`src/rtl/chull_ram.sv`:
```
// Generic single-write, single-read RAM with registered read data.
module chull_ram #(
  parameter int unsigned Width = 32,
  parameter int unsigned Depth = 32
) (
  input  logic                     clk,
  input  logic                     we,
  input  logic [$clog2(Depth)-1:0] waddr,
  input  logic [Width-1:0]         wdata,
  input  logic [$clog2(Depth)-1:0] raddr,
  output logic [Width-1:0]         rdata
);
  logic [Width-1:0] mem [Depth];
  always_ff @(posedge clk) begin
    if (we) begin
      mem[waddr] <= wdata;
    end
    rdata <= mem[raddr];
  end
endmodule

```
`config.mk`:
```
export PLATFORM = sky130hd
export DESIGN_NAME = chull_ram
export DESIGN_NICKNAME = d
export VERILOG_FILES = /design/src/rtl/chull_ram.sv
export SDC_FILE = /design/constraint.sdc
export NUM_CORES = 1
export LEC_CHECK = 0
export BUFFER_PORTS_ARGS = -buffer_cell sky130_fd_sc_hd__buf_2
export CAP_MARGIN = 20
export CORE_MARGIN = 4
export CORE_UTILIZATION = 40
export DETAILED_ROUTE_END_ITERATION = 8
export SLEW_MARGIN = 20
export SYNTH_ARGS = -nofsm -noshare
export SYNTH_HDL_FRONTEND = slang
export SYNTH_SLANG_ARGS = --single-unit
```
`constraint.sdc`:
```
create_clock -name clk -period 5.4 [get_ports clk]
set_input_delay 0.27 -clock clk [delete_from_list [all_inputs] [get_ports clk]]
set_output_delay 0.27 -clock clk [all_outputs]
set_load 0.02 [all_outputs]
```
After elaboration in Yosys (flattened, before gate mapping)
Memory sizes are Yosys's and may differ from the RTL's. A register that Yosys moved wholly into a read port is not among the register bits.
Cells that the tools add are included.
{"block": "word_totals", "regBits": 0, "ramBits": 1024, "in_bits": 44, "output_inout_bits": 32, "wordCells": 3, "memories": 1}
{"block": "op_classes", "n_mux": 2}
{"memory": "mem", "words": 32, "word_bits": 32, "read_ports": 1, "rd_ports_with_merged_regs": 1, "wr": 1, "line": "13", "source": "logic [Width-1:0] mem [Depth];"}
{"op": "2-to-1 mux 1 bit", "n": 2}

Depth between registers and ports, before layout
{"block": "depth", "depth_word": 2, "depth_mapped": 8, "ltp_nobuf": 5}

Worst setup path before layout
OpenSTA, ideal clock, no wires.
{"block": "synth_timing", "path_type": "input port to flip-flop", "from": "input port waddr[1]", "to": "memory mem[12][0] (enable)", "setup_ps": 421, "arrival_time_ps": 2283, "t_required_ps": 4979, "path_slack_ps": 2696, "path_stages": 3, "path_buffers": 1, "cell_sequence": "or3b_2 > clkbuf_1 > nor2_1"}
{"element": "start, declared", "line": "8", "source": "input logic [$clog2(Depth)-1:0] waddr,"}
{"element": "end, declared", "line": "13"}
Straight into the memory's write port.

==> impl_results.md <==
* Clock Latency Late Sink at 0.68 ns
* PortBufs at 75
* Yosys cell types at 25
* Final setup violation count at 0
* CP cell instances: buf_2 > and2_4 > buf_4 > a21oi_1 > a31oi_1 > nand3_1
* Worst-margin pin slew at 1.129 ns
* Final hold violation count at 0
* CTS tree: yes
* Layout cells sized above 1 at 0.1391
* CP endpoint kind: register
* Post-Route Utilization at 0.4598
* Chip Height at 326.1 um
* Area of the die at 0.1064 mm^2
* Num CTS Buffers at 105
* Clock buffer depth at 3
* Root Driver: clkbuf_16
* WL final at 101.8 mm
* Minimum clock period after layout at 2.348 ns
* # H-tree levels at 3
* Critical path data required time at 5.83 ns
* Largest net degree at the start of global routing at 129
* Gr usage total at 0.1882
* Worst Path Arrival at 2.78 ns
* Wire per inst at 26.68 um
* Initial antenna violation count at 5
* Reg clk slew, reported paths at 0.06 ns
* CTS hold repair buffers at 0
* # rows at 116
* Most used DFF post-synth: edfxtp_1
* Asr flop ratio synth at 0
* Worst-path fanout max at 63
* Gpl congestion at 0.7905
* Cell area after synthesis at 0.04049 mm^2
* Peak supply drop at 263.4 uV
* Iter 0 DRT Violations at 2132
* Worst Skew at 0.04009 ns
* Status: completed
* Area grow syn2layout at 13.91%
* Total number of vias at 21100
* Vias in the first global route at 21330
* Leakage Power at 15.94 nW
* Post-CTS setup buffers at 0
* Fmax at 0.4259 GHz
* Via density at 5.528
* Post-synth EDFFs at 1024
* Io pins at 76
* Seq/Total Area, Yosys at 0.7754
* Residual DRC at 0
* TritonRoute pass-1 iters at 6
* Worst Hold Class: in2reg
* CP startpoint: raddr[1]
* Crit Path Class: in2reg
* PD cells at 376.2 mW/mm^2
* Synth warn at 0
* Startpoint types: input pin
* Core area at 0.1003 mm^2
* Final HPWL DP at 54.25 mm
* First-pass GRT wire length at 148.0 mm
* Max Cap Viol at 0
* # fillers at 8428
* Mean Syn Cell Area at 17.91 um^2
* Slowest Stage Delay on Critical Path at 0.84 ns
* Mapped Cells at 2260
* Synthesized flop and latch total at 1056
* HP Start: wdata[25]
* RR Startpoint: mem[7][12]
* Relative slew slack at 0.2458
* Nets at 2416
* Synthesized net count at 2304
* Slowest CP cell: and2_4
* Fin crit share at 0.4348
* Total negative slack at 0 ns
* Starting Density at 0.4037
* CTS resizes at 0
* RSZ-0062 raised after global routing: false
* Remaining antenna violation count after routing at 0
* Final count of pins violating max slew at 0
* Sink Count at 1056
* Die Width at 326.1 um
* GRT overflow at 0
## critical path: cells and delay by family
kind | cells | cell delay, ns
simple gates | 2 | 1.16
compound gates | 2 | 0.43
buf+inv | 2 | 0.84
## per-stage QoR
step / hold WS (ns) / total power (W) / cells / setup slack, ns / cell area (um^2)
after floorplan: 0.3689 / 0.009825 / 2260 / 2.696 / 40490
after global placement: 0.5756 / 0.01021 / 3622 / 2.452 / 42600
after detailed placement: 0.5824 / 0.01023 / 3622 / 2.437 / 42600
after CTS: 0.04549 / 0.01749 / 3816 / 3.114 / 46110
after global routing: 0.08777 / 0.01788 / 3816 / 2.981 / 46110
final: 0.1024 / 0.01735 / 3817 / 3.052 / 46120
## cell families after synthesis
group           after synthesis  share of synthesized area
flops                      1056                     0.7753
mux                         512                     0.1266
compound gates              288                    0.04846
buf+inv                     127                    0.01860
simple gates                277                    0.03100
## state kept, by name, summed over array words and instances, names as in the netlist
name   count
mem     1024
rdata     32
## final timing paths
path | slack [ns] | to | cells past startpoint
setup / recovery | 3.05 | rdata[14] | 6
hold / removal | 0.10 | mem[24][25] | 1
setup reg to reg | 3.73 | rdata[12] | 5
hold reg to reg | 0.60 | rdata[9] | 4
## cells in the final DEF, fill, tap and decap left out
master and count:
edfxtp_1 1024, mux2i_1 512, clkbuf_16 105, nand3_1 98, nand2_1 97, a22oi_1 96
a21oi_1 96, buf_2 74, a22o_1 64, buf_4 50, nor2_4 33, nor3_1 32
a31oi_1 32, dfxtp_1 32, clkinv_2 29, clkbuf_1 18, clkbuf_8 14, bufinv_16 10
clkinv_1 9, buf_12 7, nand3b_1 5, or3b_2 3, clkinv_16 3, inv_6 3
nand2b_2 2, clkinvlp_4 2, diode_2 1, nor2_1 1, or3_1 1, and2b_4 1
nor2b_4 1, and2_4 1, or2_2 1, nand2_2 1, clkinv_8 1, buf_8 1
## synth_stat cells, types with 2 or more instances
master / count / area share
a22o_1: 64 / 0.014
or3b_2: 3 / 0.00065
nor3_1: 32 / 0.0040
clkbuf_4: 2 / 0.00037
nor2_1: 34 / 0.0032
mux2i_1: 512 / 0.13
nand2b_1: 2 / 0.00031
buf_1: 5 / 0.00046
buf_4: 33 / 0.0061
nand3b_1: 5 / 0.00093
buf_6: 15 / 0.0042
buf_2: 26 / 0.0032
nand3_1: 98 / 0.012
a22oi_1: 96 / 0.018
nand2_1: 98 / 0.0091
a21oi_1: 96 / 0.012
dfxtp_1: 32 / 0.016
edfxtp_1: 1024 / 0.76
a31oi_1: 32 / 0.0049
clkbuf_1: 46 / 0.0043
## report_power, final
part	internal [W]	leakage (nW)	total, W	switching, W
Clock	0.00426	1.74	0.00730	0.00304
Combinational	0.000271	4.71	0.000892	0.000621
Sequential	0.00911	9.49	0.00915	0.0000413
## metal layers
metal | global-route usage | wire length (um)
met1 | 0.2588 | 43820
met2 | 0.3187 | 49970
met3 | 0.02860 | 6308
met4 | 0.04071 | 1726
met5 | 0 | 0
## final cells by class
type,instances,area (um^2),share of cell area
Timing Repair Buffer,132,900.9,0.01953
Clock inverter,57,626.9,0.01359
Antenna cell,1,2.502,0.00005426
Sequential cell,1056,31390,0.6807
Tap cell,1357,1698,0.03682
Clock buffer,137,2888,0.06262
Multi-Input combinational cell,1077,8610,0.1867
Note: power is estimated with default switching activity, not from simulation.
